`src/design/svac_pkg.sv`:
```
// Package: action, operator and operand codes, command and status types.
package svac_pkg;

    // Action codes
    localparam logic [2:0] ACT_CLEAR = 3'd0;
    localparam logic [2:0] ACT_SET   = 3'd1;
    localparam logic [2:0] ACT_IF    = 3'd2;
    localparam logic [2:0] ACT_UNTIL = 3'd3;
    localparam logic [2:0] ACT_ELSE  = 3'd4;
    localparam logic [2:0] ACT_IR    = 3'd5;

    // Operator codes (ASCII)
    localparam logic [6:0] OP_EQ  = 7'h3D; // '='
    localparam logic [6:0] OP_LT  = 7'h3C; // '<'
    localparam logic [6:0] OP_GT  = 7'h3E; // '>'
    localparam logic [6:0] OP_NE  = 7'h21; // '!'
    localparam logic [6:0] OP_GE  = 7'h47; // 'G'
    localparam logic [6:0] OP_LE  = 7'h4C; // 'L'
    localparam logic [6:0] OP_MUL = 7'h2A; // '*'
    localparam logic [6:0] OP_ADD = 7'h2B; // '+'
    localparam logic [6:0] OP_SUB = 7'h2D; // '-'
    localparam logic [6:0] OP_DIV = 7'h2F; // '/'

    // Operand codes
    localparam logic signed [7:0] CODE_LIT_MAX = 8'sd100;
    localparam logic signed [7:0] CODE_US      = 8'sd101;
    localparam logic signed [7:0] CODE_LINE    = 8'sd102;
    localparam logic signed [7:0] CODE_HIT     = 8'sd103;

    // Saturation limit of stored variables
    localparam logic signed [7:0] SAT_MAX = 8'sd100;
    localparam logic signed [7:0] SAT_MIN = -8'sd100;

    // Serial divider: one quotient bit per step
    localparam int DIV_STEPS = 16;
    localparam int DIV_CNT_W = $clog2(DIV_STEPS);

    typedef struct packed {
        logic load_item;  // capture the input item
        logic rd_b;       // variable read address: 0 operand A, 1 operand B
        logic cap_a;      // capture variable read data for operand A
        logic load_ops;   // decode both operands
        logic calc;       // compute result, compare and start divider
        logic div_step;   // one divider iteration
        logic commit;     // update state and load the result register
    } t_cmd;

    typedef struct packed {
        logic div_needed; // set action divides by a nonzero operand
    } t_sts;

endpackage

```
`src/design/svac_ram.sv`:
```
// Generic single-write, single-read RAM with registered read data.
module svac_ram #(
    parameter int WIDTH = 8,
    parameter int DEPTH = 10,
    parameter int AW    = (DEPTH > 1) ? $clog2(DEPTH) : 1
) (
    input  logic             i_clk,
    input  logic             i_we,
    input  logic [AW-1:0]    i_waddr,
    input  logic [WIDTH-1:0] i_wdata,
    input  logic [AW-1:0]    i_raddr,
    output logic [WIDTH-1:0] o_rdata
);

    logic [WIDTH-1:0] r_mem [DEPTH];
    logic [WIDTH-1:0] r_rdata;

    always_ff @(posedge i_clk) begin
        if (i_we) begin
            r_mem[i_waddr] <= i_wdata;
        end
        r_rdata <= r_mem[i_raddr];
    end

    assign o_rdata = r_rdata;

endmodule

```
`src/design/svac_ctrl.sv`:
```
// Controller: sequences variable reads, operand decode, divider and commit.
module svac_ctrl import svac_pkg::*; (
    input  logic i_clk,
    input  logic i_rst_n,
    input  logic i_in_valid,
    input  logic i_out_ready,
    input  t_sts i_sts,
    output logic o_in_ready,
    output logic o_out_valid,
    output t_cmd o_cmd
);

    localparam logic [2:0] ST_IDLE = 3'd0;
    localparam logic [2:0] ST_RDA  = 3'd1;
    localparam logic [2:0] ST_RDB  = 3'd2;
    localparam logic [2:0] ST_LOAD = 3'd3;
    localparam logic [2:0] ST_CALC = 3'd4;
    localparam logic [2:0] ST_DIV  = 3'd5;
    localparam logic [2:0] ST_DONE = 3'd6;

    logic [2:0]           r_state, n_state;
    logic [DIV_CNT_W-1:0] r_cnt, n_cnt;
    logic                 r_out_valid, n_out_valid;
    logic                 out_free;

    assign out_free = !r_out_valid || i_out_ready;

    always_comb begin
        n_state = r_state;
        n_cnt   = r_cnt;
        o_cmd   = '0;
        unique case (r_state)
            ST_IDLE: begin
                if (i_in_valid) begin
                    o_cmd.load_item = 1'b1;
                    n_state         = ST_RDA;
                end
            end
            ST_RDA: begin
                n_state = ST_RDB;
            end
            ST_RDB: begin
                o_cmd.cap_a = 1'b1;
                o_cmd.rd_b  = 1'b1;
                n_state     = ST_LOAD;
            end
            ST_LOAD: begin
                o_cmd.load_ops = 1'b1;
                n_state        = ST_CALC;
            end
            ST_CALC: begin
                o_cmd.calc = 1'b1;
                n_cnt      = '0;
                n_state    = i_sts.div_needed ? ST_DIV : ST_DONE;
            end
            ST_DIV: begin
                o_cmd.div_step = 1'b1;
                n_cnt          = r_cnt + 1'b1;
                if (r_cnt == DIV_CNT_W'(DIV_STEPS - 1)) begin
                    n_state = ST_DONE;
                end
            end
            ST_DONE: begin
                if (out_free) begin
                    o_cmd.commit = 1'b1;
                    n_state      = ST_IDLE;
                end
            end
            default: begin
                n_state = ST_IDLE;
            end
        endcase
    end

    always_comb begin
        if (o_cmd.commit) begin
            n_out_valid = 1'b1;
        end else if (i_out_ready) begin
            n_out_valid = 1'b0;
        end else begin
            n_out_valid = r_out_valid;
        end
    end

    always_ff @(posedge i_clk) begin
        if (!i_rst_n) begin
            r_state     <= ST_IDLE;
            r_cnt       <= '0;
            r_out_valid <= 1'b0;
        end else begin
            r_state     <= n_state;
            r_cnt       <= n_cnt;
            r_out_valid <= n_out_valid;
        end
    end

    assign o_in_ready  = (r_state == ST_IDLE);
    assign o_out_valid = r_out_valid;

endmodule

```
`src/design/svac_dp.sv`:
```
// Datapath: variable file, operand decode, arithmetic, serial divider, result.
module svac_dp import svac_pkg::*; #(
    parameter int VARIABLE_COUNT      = 10,
    parameter int FIRST_VARIABLE_CODE = 104
) (
    input  logic               i_clk,
    input  logic               i_rst_n,
    input  t_cmd               i_cmd,
    output t_sts               o_sts,
    input  logic [2:0]         i_action,
    input  logic signed [7:0]  i_first_operand,
    input  logic [6:0]         i_operator_code,
    input  logic signed [7:0]  i_second_operand,
    input  logic signed [15:0] i_ultrasonic_reading,
    input  logic signed [15:0] i_line_reading,
    input  logic [15:0]        i_ir_event_value,
    output logic               o_truth,
    output logic signed [7:0]  o_written_value,
    output logic               o_divide_by_zero,
    output logic               o_bad_target
);

    localparam int IDX_W = (VARIABLE_COUNT > 1) ? $clog2(VARIABLE_COUNT) : 1;
    localparam logic signed [8:0] VAR_LO = 9'(FIRST_VARIABLE_CODE);
    localparam logic signed [8:0] VAR_HI = 9'(FIRST_VARIABLE_CODE + VARIABLE_COUNT);
    localparam logic signed [8:0] HIT_9  = 9'sd103;
    localparam logic [7:0]        FIRST_U = 8'(FIRST_VARIABLE_CODE);

    // Item registers
    logic [2:0]         r_action;
    logic signed [7:0]  r_code_a, r_code_b;
    logic [6:0]         r_op;
    logic signed [15:0] r_us, r_line;
    logic               r_irv_nz;

    // Work registers
    logic [7:0]         r_var_a;
    logic signed [15:0] r_opa, r_opb;
    logic signed [32:0] r_res;
    logic               r_truth, r_dz, r_div_sel;
    logic [15:0]        r_rem, r_quo, r_dvs;
    logic               r_qneg;

    // Block state
    logic                      r_hit, r_last_if;
    logic [VARIABLE_COUNT-1:0] r_vld;

    // Result register
    logic              r_o_truth, r_o_dz, r_o_bad;
    logic signed [7:0] r_o_written;

    logic [7:0]       ram_q;
    logic [IDX_W-1:0] idx_a, idx_b;
    logic [7:0]       diff_a, diff_b;
    logic             var_a_ok, var_b_ok, hit_b;
    logic signed [15:0] var_a_val, var_b_val, dec_a, dec_b;
    logic signed [31:0] prod;
    logic signed [16:0] sum, dif, div_val;
    logic [16:0]        trial;
    logic signed [32:0] full;
    logic signed [7:0]  sat;
    logic               is_set, tgt_ok, ram_we, cmp;

    function automatic logic is_var(input logic signed [7:0] code);
        logic signed [8:0] c;
        c = 9'(code);
        return (c > HIT_9) && (c >= VAR_LO) && (c < VAR_HI);
    endfunction

    function automatic logic signed [15:0] decode(
        input logic signed [7:0]  code,
        input logic signed [15:0] us,
        input logic signed [15:0] line,
        input logic               hit,
        input logic signed [15:0] var_val
    );
        logic signed [15:0] v;
        if (code <= CODE_LIT_MAX) begin
            v = 16'(code);
        end else if (code == CODE_US) begin
            v = us;
        end else if (code == CODE_LINE) begin
            v = line;
        end else if (code == CODE_HIT) begin
            v = {15'd0, hit};
        end else if (is_var(code)) begin
            v = var_val;
        end else begin
            v = '0;
        end
        return v;
    endfunction

    function automatic logic [15:0] mag(input logic signed [15:0] v);
        return v[15] ? 16'(-v) : 16'(v);
    endfunction

    // Variable addressing
    assign diff_a = r_code_a - FIRST_U;
    assign diff_b = r_code_b - FIRST_U;
    assign idx_a  = diff_a[IDX_W-1:0];
    assign idx_b  = diff_b[IDX_W-1:0];
    assign var_a_ok = is_var(r_code_a) && r_vld[idx_a];
    assign var_b_ok = is_var(r_code_b) && r_vld[idx_b];
    assign var_a_val = var_a_ok ? 16'($signed(r_var_a)) : '0;
    assign var_b_val = var_b_ok ? 16'($signed(ram_q)) : '0;

    // Operand A reads the hit flag first and clears it for B
    assign hit_b = r_hit && (r_code_a != CODE_HIT);
    assign dec_a = decode(r_code_a, r_us, r_line, r_hit, var_a_val);
    assign dec_b = decode(r_code_b, r_us, r_line, hit_b, var_b_val);

    assign is_set = (r_action == ACT_SET);
    assign tgt_ok = is_var(r_code_a);

    // Arithmetic
    assign prod = r_opa * r_opb;
    assign sum  = 17'(r_opa) + 17'(r_opb);
    assign dif  = 17'(r_opa) - 17'(r_opb);
    assign o_sts.div_needed = is_set && (r_op == OP_DIV) && (r_opb != '0);

    always_comb begin
        case (r_op)
            OP_EQ:   cmp = (r_opa == r_opb);
            OP_LT:   cmp = (r_opa <  r_opb);
            OP_GT:   cmp = (r_opa >  r_opb);
            OP_NE:   cmp = (r_opa != r_opb);
            OP_GE:   cmp = (r_opa >= r_opb);
            OP_LE:   cmp = (r_opa <= r_opb);
            default: cmp = 1'b0;
        endcase
    end

    // Restoring divider step on magnitudes
    assign trial   = {r_rem, r_quo[15]} - {1'b0, r_dvs};
    assign div_val = r_qneg ? -$signed({1'b0, r_quo}) : $signed({1'b0, r_quo});

    assign full = r_div_sel ? 33'(div_val) : r_res;
    always_comb begin
        if (full > 33'sd100) begin
            sat = SAT_MAX;
        end else if (full < -33'sd100) begin
            sat = SAT_MIN;
        end else begin
            sat = full[7:0];
        end
    end

    assign ram_we = i_cmd.commit && is_set && tgt_ok;

    svac_ram #(
        .WIDTH (8),
        .DEPTH (VARIABLE_COUNT),
        .AW    (IDX_W)
    ) u_var_ram (
        .i_clk   (i_clk),
        .i_we    (ram_we),
        .i_waddr (idx_a),
        .i_wdata (sat),
        .i_raddr (i_cmd.rd_b ? idx_b : idx_a),
        .o_rdata (ram_q)
    );

    // Payload and work registers
    always_ff @(posedge i_clk) begin
        if (i_cmd.load_item) begin
            r_action <= i_action;
            r_code_a <= i_first_operand;
            r_op     <= i_operator_code;
            r_code_b <= i_second_operand;
            r_us     <= i_ultrasonic_reading;
            r_line   <= i_line_reading;
            r_irv_nz <= (i_ir_event_value != '0);
        end
        if (i_cmd.cap_a) begin
            r_var_a <= ram_q;
        end
        if (i_cmd.load_ops) begin
            r_opa <= dec_a;
            r_opb <= dec_b;
        end
        if (i_cmd.calc) begin
            case (r_op)
                OP_MUL:  r_res <= 33'(prod);
                OP_ADD:  r_res <= 33'(sum);
                OP_SUB:  r_res <= 33'(dif);
                OP_EQ:   r_res <= 33'(r_opb);
                default: r_res <= '0;
            endcase
            r_truth   <= cmp;
            r_dz      <= is_set && (r_op == OP_DIV) && (r_opb == '0);
            r_div_sel <= o_sts.div_needed;
            r_rem     <= '0;
            r_quo     <= mag(r_opa);
            r_dvs     <= mag(r_opb);
            r_qneg    <= r_opa[15] ^ r_opb[15];
        end
        if (i_cmd.div_step) begin
            if (!trial[16]) begin
                r_rem <= trial[15:0];
                r_quo <= {r_quo[14:0], 1'b1};
            end else begin
                r_rem <= {r_rem[14:0], r_quo[15]};
                r_quo <= {r_quo[14:0], 1'b0};
            end
        end
        if (i_cmd.commit) begin
            r_o_truth   <= ((r_action == ACT_IF) || (r_action == ACT_UNTIL)) ? r_truth :
                           (r_action == ACT_ELSE) ? !r_last_if : 1'b0;
            r_o_written <= (is_set && tgt_ok) ? sat : '0;
            r_o_dz      <= r_dz;
            r_o_bad     <= is_set && !tgt_ok;
        end
    end

    // Block state
    always_ff @(posedge i_clk) begin
        if (!i_rst_n) begin
            r_hit     <= 1'b0;
            r_last_if <= 1'b1;
            r_vld     <= '0;
        end else if (i_cmd.commit) begin
            if (r_action == ACT_CLEAR) begin
                r_vld <= '0;
            end else if (ram_we) begin
                r_vld[idx_a] <= 1'b1;
            end
            if ((r_action == ACT_IR) && r_irv_nz) begin
                r_hit <= 1'b1;
            end else if ((is_set || (r_action == ACT_IF) || (r_action == ACT_UNTIL)) &&
                         ((r_code_a == CODE_HIT) || (r_code_b == CODE_HIT))) begin
                r_hit <= 1'b0;
            end
            if (r_action == ACT_IF) begin
                r_last_if <= r_truth;
            end
        end
    end

    assign o_truth          = r_o_truth;
    assign o_written_value  = r_o_written;
    assign o_divide_by_zero = r_o_dz;
    assign o_bad_target     = r_o_bad;

endmodule

```
`src/design/script_variable_alu_and_compare.sv`:
```
// Top level: script variable ALU and compare unit.
//
// Usage:
//   Input channel (i_valid / o_ready) carries one script action per item:
//   action, two operand codes, operator and the current sensor and IR values.
//   Output channel (o_valid / i_ready) returns exactly one result item per
//   input item: compare truth, the saturated value written, and the
//   divide-by-zero and bad-target flags.
// Timing:
//   One item is worked on at a time. After acceptance an item passes the
//   variable reads, operand decode, compute and commit steps to reach the
//   output register; a set with divide by a nonzero operand also runs the
//   16-step serial divider. Two variable reads go through the single read
//   port of the variable RAM.
// Reset (i_rst_n low, synchronous): all variables read as zero, the hit
//   flag clears, the last If truth is one, and both channels go idle.
// Stall: a finished result waits in the output register while i_ready is
//   low; the next item is still accepted and worked on, and holds at its
//   final step until the output register frees.
module script_variable_alu_and_compare import svac_pkg::*; #(
    parameter int VARIABLE_COUNT      = 10,
    parameter int FIRST_VARIABLE_CODE = 104
) (
    input  logic               i_clk,
    input  logic               i_rst_n,
    // input item channel
    input  logic               i_valid,
    output logic               o_ready,
    input  logic [2:0]         i_action,
    input  logic signed [7:0]  i_first_operand,
    input  logic [6:0]         i_operator_code,
    input  logic signed [7:0]  i_second_operand,
    input  logic signed [15:0] i_ultrasonic_reading,
    input  logic signed [15:0] i_line_reading,
    input  logic [15:0]        i_ir_event_value,
    // result item channel
    output logic               o_valid,
    input  logic               i_ready,
    output logic               o_truth,
    output logic signed [7:0]  o_written_value,
    output logic               o_divide_by_zero,
    output logic               o_bad_target
);

    t_cmd cmd;
    t_sts sts;

    // Sequence each item: read variables, decode, compute, commit
    svac_ctrl u_ctrl (
        .i_clk       (i_clk),
        .i_rst_n     (i_rst_n),
        .i_in_valid  (i_valid),
        .i_out_ready (i_ready),
        .i_sts       (sts),
        .o_in_ready  (o_ready),
        .o_out_valid (o_valid),
        .o_cmd       (cmd)
    );

    // Hold the variable file, flags and the result register
    svac_dp #(
        .VARIABLE_COUNT      (VARIABLE_COUNT),
        .FIRST_VARIABLE_CODE (FIRST_VARIABLE_CODE)
    ) u_dp (
        .i_clk                (i_clk),
        .i_rst_n              (i_rst_n),
        .i_cmd                (cmd),
        .o_sts                (sts),
        .i_action             (i_action),
        .i_first_operand      (i_first_operand),
        .i_operator_code      (i_operator_code),
        .i_second_operand     (i_second_operand),
        .i_ultrasonic_reading (i_ultrasonic_reading),
        .i_line_reading       (i_line_reading),
        .i_ir_event_value     (i_ir_event_value),
        .o_truth              (o_truth),
        .o_written_value      (o_written_value),
        .o_divide_by_zero     (o_divide_by_zero),
        .o_bad_target         (o_bad_target)
    );

endmodule

```
`config.mk`:
```
export PLATFORM = sky130hd
export DESIGN_NAME = script_variable_alu_and_compare
export DESIGN_NICKNAME = d
export VERILOG_FILES = /design/src/design/svac_pkg.sv /design/src/design/svac_ram.sv /design/src/design/svac_ctrl.sv /design/src/design/svac_dp.sv /design/src/design/script_variable_alu_and_compare.sv
export SDC_FILE = /design/constraint.sdc
export NUM_CORES = 1
export LEC_CHECK = 0
export BUFFER_PORTS_ARGS = -buffer_cell sky130_fd_sc_hd__buf_2
export CORE_UTILIZATION = 45
export DETAILED_ROUTE_END_ITERATION = 16
export PLACE_DENSITY = 0.64
export SETUP_SLACK_MARGIN = 0.4
export SLEW_MARGIN = 20
export SYNTH_ARGS = -nofsm -noshare
export SYNTH_HDL_FRONTEND = slang
export SYNTH_SLANG_ARGS = --single-unit
```
`constraint.sdc`:
```
create_clock -name i_clk -period 9.4 [get_ports i_clk]
set_input_delay 1.41 -clock i_clk [delete_from_list [all_inputs] [get_ports i_clk]]
set_output_delay 1.41 -clock i_clk [all_outputs]
set_load 0.05 [all_outputs]
```
==> impl_metrics.toml, run 1 <==
[worst_setup_path]
worstPathArrival_ns = 7.75
reg2reg_from = "u_dp.r_opa[15]$_DFFE_PP_"
path_max_fanout = 29
worstSetupStartpoint = "u_dp.r_opa[15]$_DFFE_PP_"
endpoint_kind = "register"
required_ns = 9.68
path_class = "reg2reg"
worst_setup_path_start_kind = "register"

[clock_tree]
post_cts_resized = 0
numCtsBuffers = 36
cts_root_buffer = "clkbuf_16"
cts_tree = "yes"
cts_sinks = 302
postCtsSetupBuffers = 0
ctsLongestPathBuffers = 3
clk_pin_slew_ns = 0.06
clock_latency_ns = 0.57
htreeDepth = 2
cts_hold_buf = 0

[floorplanning]
die_y_um = 242
fp-row-count = 87
start_util = 0.458
ios = 91
die-width_um = 242
core-area_um2 = 56600
die-area_um2 = 58600

[yosys]
synth.avg_cell_area_um2 = 10.2
yosysTopAreaCell = "edfxtp_1"
synth_cell_types = 91
synth_enable_flop_cells = 274
synth_top_area_share = 0.317
netlist_instances = 2542
seq_area_frac_synth = 0.339
ys_seq_elements = 302
ys.flop_type = "edfxtp_1"
yosysWarnings = 0
synth_area_leaders = "edfxtp_1 32%, fa_1 20%, ha_1 6.6%, inv_1 5.9%, nand2_1 2.9%"
syn-cell-area_um2 = 25900
synth_nets = 3021
yosys.cell_count.top_type = "inv_1"
async_flop_share = 0
yosys-top-cells-count = "404 x inv_1, 274 x edfxtp_1, 265 x fa_1"

[placement]
dp_hpwl_um = 51400
io_buffer_count = 90
finalWeightedCongestion = 0.953

[sta]
setup_tns_ns = 0
worst_pin_slew_ns = 1.15
min_period_ns = 7.47
fin_crit_sh = 0.794
rsz0062_at_grt = "no"
finClkSkew_ns = 0.0239
finalSetupViolCount = 0
slew_headroom = 0.228
max_freq_mhz = 134
slew_violations = 0
hold_viol = 0

[drt]
num_vias = 19096
wl_per_cell_um = 20.1
viasPerCell = 5.65
routed_wl_um = 68000
drc = 0
drt_iter0_markers = 1525
drt-pass1-iter-count = 5
drtAntennaViolNets = 0

[global_routing]
grt_pass1_vias = 19174
grt_first_pass_wirelength_um = 107000
grt_overflow = 0
gr-usage-all-layers = 0.234
antenna_found_initial = 1
grt_max_degree = 60

[run]
drv_cap = 0

[layout]
antennaDiodeCount = 0
area_delta_synth_final_pct = 9.73
drive_gt1_frac = 0.100
fin_nets = 3076
fill_cells = 5159

[pwr]
power-per-cell-area_nw_per_um2 = 340
irDropWorstVdd_v = 0.000546
p_leak_nw = 11.8
totalPowerFinal_mw = 9.67

[worst_hold_path]
hold_class = "reg2reg"
hp-start = "u_dp.u_var_ram.o_rdata[4]$_DFF_P_"

[outcome]
status = "completed"
-- metal layers --
layer  vias to the layer above  global-route usage  routed length [um]
li1                       8709                   -                   -
met1                      9557               0.323               29300
met2                       706               0.380               32100
met3                       124              0.0325                4450
met4                         0              0.0793                2240
met5                         -                   0                   0
-- report_power, final --
part	switching [mW]	internal, mW	total [mW]
sequential	0.0889	1.56	1.65
clock	0.578	0.834	1.41
combinational	3.88	2.72	6.60
total	4.55	5.12	9.67
-- cell families after synthesis --
| kind of cell | after synthesis | synth area share |
|---|---|---|
| XOR/XNOR | 81 | 0.0274 |
| AO/OA/AOI/OAI | 462 | 0.118 |
| AND/OR/NAND/NOR | 711 | 0.135 |
| adder cells (fa/ha/maj) | 401 | 0.270 |
| multiplexers | 64 | 0.0345 |
| flip-flops | 302 | 0.339 |
| buffers and inverters | 521 | 0.0763 |
-- state kept, by name, summed over array words and instances, names as in the netlist, 4 cells and up --
signal and flops:
u_dp.r_res 32, u_dp.r_line 16, u_dp.r_rem 16, u_dp.r_dvs 16
u_dp.r_vld 10, u_dp.r_opa 16, u_dp.o_written_value 8, u_dp.r_code_b 8
u_ctrl.r_cnt 4, u_dp.r_op 7, u_dp.u_var_ram.r_mem 80, u_dp.r_var_a 8
u_dp.r_opb 16, u_dp.r_code_a 8, u_dp.r_us 16, u_dp.r_quo 16
u_dp.u_var_ram.o_rdata 8
-- worst max-delay path, stage by stage, from the launching register on --
cell	delay, ns
edfxtp_1	1.02
clkinv_1	0.44
nor2_1	0.25
fa_1	0.45
fa_1	0.90
fa_1	0.52
fa_1	0.47
fa_1	0.55
inv_1	0.06
fa_1	0.53
inv_1	0.04
ha_1	0.38
nand2_1	0.12
nor2_1	0.04
a221oi_1	0.22
o21ai_0	0.17
and3_1	0.21
a221oi_1	0.42
a21oi_1	0.15
xnor2_1	0.14
o21ai_0	0.09
-- worst paths after layout --
| path | to | slack, ns | depth (start not counted) |
|---|---|---|---|
| worst max-delay path | u_dp.r_res[30]$_DFFE_PP_ | 1.93 | 20 |
| worst min-delay path | u_dp.r_var_a[4]$_DFFE_PP_ | 0.43 | 0 |
| worst min register to register | u_dp.r_var_a[4]$_DFFE_PP_ | 0.43 | 0 |
| worst max register to register | u_dp.r_res[30]$_DFFE_PP_ | 1.93 | 20 |
-- cell type report --
class                   count  area, um^2  share of cell area
clock buffers              43         937              0.0330
clock inverters            23         265             0.00933
inverters                 407        1530              0.0537
multi-input cells        1719       15200               0.535
flip-flops and latches    302        8790               0.309
well taps                 756         946              0.0333
repair buffers            131         758              0.0267
-- metrics by stage --
stage | utilization | cells | worst slack (ns) | cell area, um^2 | hold slack (ns)
global route | 0.502 | 3381 | 1.36 | 28400 | 0.435
floorplan | - | 2542 | 2.43 | 25900 | 0.400
CTS | 0.502 | 3381 | 1.96 | 28400 | 0.427
detailed placement | 0.481 | 3315 | 1.95 | 27200 | 0.415
finish | 0.502 | 3381 | 1.93 | 28400 | 0.428
global placement | 0.481 | 3315 | 2.07 | 27200 | 0.413
-- cell usage in the layout (no fill, tap or decap), types with 28 or more instances in the layout --
cell	netlist	final
edfxtp_1	274	274
nor3_1	30	28
o21ai_0	97	97
xnor2_1	55	55
nor2_1	190	186
ha_1	136	136
clkbuf_16	0	36
mux2i_1	41	40
buf_2	3	90
inv_1	404	404
a21oi_1	128	128
nand2b_1	29	29
buf_4	1	41
nand2_1	200	200
dfxtp_1	28	28
fa_1	265	265
and2_1	97	96
No activity file was read; power rests on OpenSTA's default activity.
==> inputs of run 2 (changes only) <==
==> constraint.sdc (replaced) <==
create_clock -name i_clk -period 7.11 [get_ports i_clk]
set_input_delay 1.0665 -clock i_clk [delete_from_list [all_inputs] [get_ports i_clk]]
set_output_delay 1.0665 -clock i_clk [all_outputs]
set_load 0.05 [all_outputs]
==> impl_metrics.toml, run 2 (synthesis gave the netlist of run 1 again) <==
[drt]
drt-pass1-iter-count = 5
drc = 0
routed_wl_um = 69900
drt_iter0_markers = 1566
drtAntennaViolNets = 0
viasPerCell = 5.64
wl_per_cell_um = 20.2
num_vias = 19504

[layout]
drive_gt1_frac = 0.132
reg.largest.list = "u_dp.u_var_ram.r_mem (80), u_dp.r_res (32)"
fin_area_um2 = 29100
fill_cells = 5126
antennaDiodeCount = 0
top_register = "u_dp.u_var_ram.r_mem"
multiInputGateArea_um2 = 15300
area_delta_synth_final_pct = 12.2
fin_nets = 3157
largest_register_ffs = 80
final_cell_mix = "402 x inv_1, 274 x edfxtp_1, 262 x fa_1"
regArea_um2 = 8790
final_common_cell = "inv_1"

[pwr]
p_leak_nw = 12.2
power-per-cell-area_nw_per_um2 = 457
irDropWorstVdd_v = 0.000707

[sta]
max_freq_mhz = 154
min_period_ns = 6.49
worst_pin_slew_ns = 0.911
rsz0062_at_grt = "yes"
hold_viol = 0
fin_crit_sh = 0.913
hold_ws_ns = 0.427
slew_violations = 0
finClkSkew_ns = 0.0258
setup_tns_ns = 0
finalSetupViolCount = 0
slew_headroom = 0.392

[worst_setup_path]
endpoint_kind = "register"
crit_slowest_cell = "fa_1"
required_ns = 7.39
path_class = "reg2reg"
path_common_cell = "fa_1"
path_max_fanout = 7
worstPathArrival_ns = 6.77
max_stage_delay_ns = 0.56
path_cells = "nand2_2 > inv_1 > fa_1 > inv_2 > fa_1 > inv_1 > fa_1 > fa_1 > fa_1 > inv_1 > fa_1 > inv_1 > ha_1 > and3_1 > nor2b_1 > a221oi_1 > o21ai_1 > and3_1 > a221oi_2 > buf_4 > mux2i_1 > o21ai_0 > nand2_1"
worst_setup_path_start_kind = "register"

[floorplanning]
start_util = 0.458
core-area_um2 = 56600
die_y_um = 242
ios = 91
fp-row-count = 87
die-width_um = 242
die-area_um2 = 58600

[clock_tree]
htreeDepth = 2
cts_sinks = 302
clock_latency_ns = 0.56
numCtsBuffers = 35
ctsLongestPathBuffers = 3
cts_tree = "yes"
cts_hold_buf = 0
clk_pin_slew_ns = 0.06
cts_root_buffer = "clkbuf_16"

[worst_hold_path]
hold_class = "reg2reg"

[global_routing]
grt_util_met1 = 0.317
grt_util_met2 = 0.391
grt_max_degree = 60
grt_overflow = 0
grt_pass1_vias = 19680
grt_busiest_layer = "met2"
use_met3 = 0.0364
gr-usage-all-layers = 0.238
antenna_found_initial = 1
grt_first_pass_wirelength_um = 109000

[placement]
io_buffer_count = 90
finalWeightedCongestion = 0.956
dp_hpwl_um = 53900
place_area_um2 = 27500

[outcome]
status = "completed"

[run]
drv_cap = 0
[run 2: cell count changes in the layout (fill, tap and decap cells not counted), sizes merged]
cell,change
inv,-3
bufinv,-3
clkbuf,-1
buf,+82
clkinv,+3
[run 2: report_power, final]
group          internal (mW)  leakage, nW  switching [mW]
Sequential              2.06         2.69           0.105
Combinational           4.05         8.95            5.36
Clock                  0.966        0.533           0.753
Total                   7.08         12.2            6.22
[run 2: final timing paths]
path / start / to / slack [ns] / cells after the start
worst max register to register: u_dp.r_opa[15]$_DFFE_PP_ / u_dp.r_res[28]$_DFFE_PP_ / 0.62 / 23
worst min-delay path: u_dp.u_var_ram.o_rdata[2]$_DFF_P_ / u_dp.r_var_a[2]$_DFFE_PP_ / 0.43 / 0
worst max-delay path: u_dp.r_opa[15]$_DFFE_PP_ / u_dp.r_res[28]$_DFFE_PP_ / 0.62 / 23
worst min register to register: u_dp.u_var_ram.o_rdata[2]$_DFF_P_ / u_dp.r_var_a[2]$_DFFE_PP_ / 0.43 / 0
[run 2: per-stage QoR]
step                 util  std cells  setup slack [ns]  power (mW)
CTS                 0.509       3433             0.395        13.2
global placement    0.486       3353             0.388        11.2
finish              0.514       3459             0.619        13.3
global route        0.514       3459             0.318        14.6
floorplan               -       2542             0.416        8.93
detailed placement  0.487       3354             0.207        11.4
[run 2: area by class of cell]
cell class | count | area share
Timing Repair Buffer | 213 | 0.0501
Clock inverter | 20 | 0.00598
Sequential cell | 302 | 0.302
Multi-Input combinational cell | 1719 | 0.525
Tap cell | 756 | 0.0325
Inverter | 407 | 0.0526
Clock buffer | 42 | 0.0314
[run 2: what timing repair did]
action                                  4_1_cts  5_1_grt
pin swaps                                     0        2
gates resized for setup                       0       20
setup buffers                                17       26
endpoints found under the setup margin        9       10
[run 2: critical path, delay by kind of cell, from the launching register on]
family | cells | cell delay, ns
AOI/OAI and AO/OA | 4 | 0.78
adders and majority gates | 7 | 3.48
buffers and inverters | 6 | 0.53
DFF | 1 | 0.53
muxes | 1 | 0.06
and+or+nand+nor | 5 | 0.83
[run 2: routing by layer]
layer	vias to the layer above	part of all wire
met2	755	0.47
met1	9735	0.42
met4	0	0.041
met5	-	0
li1	8877	-
met3	137	0.069
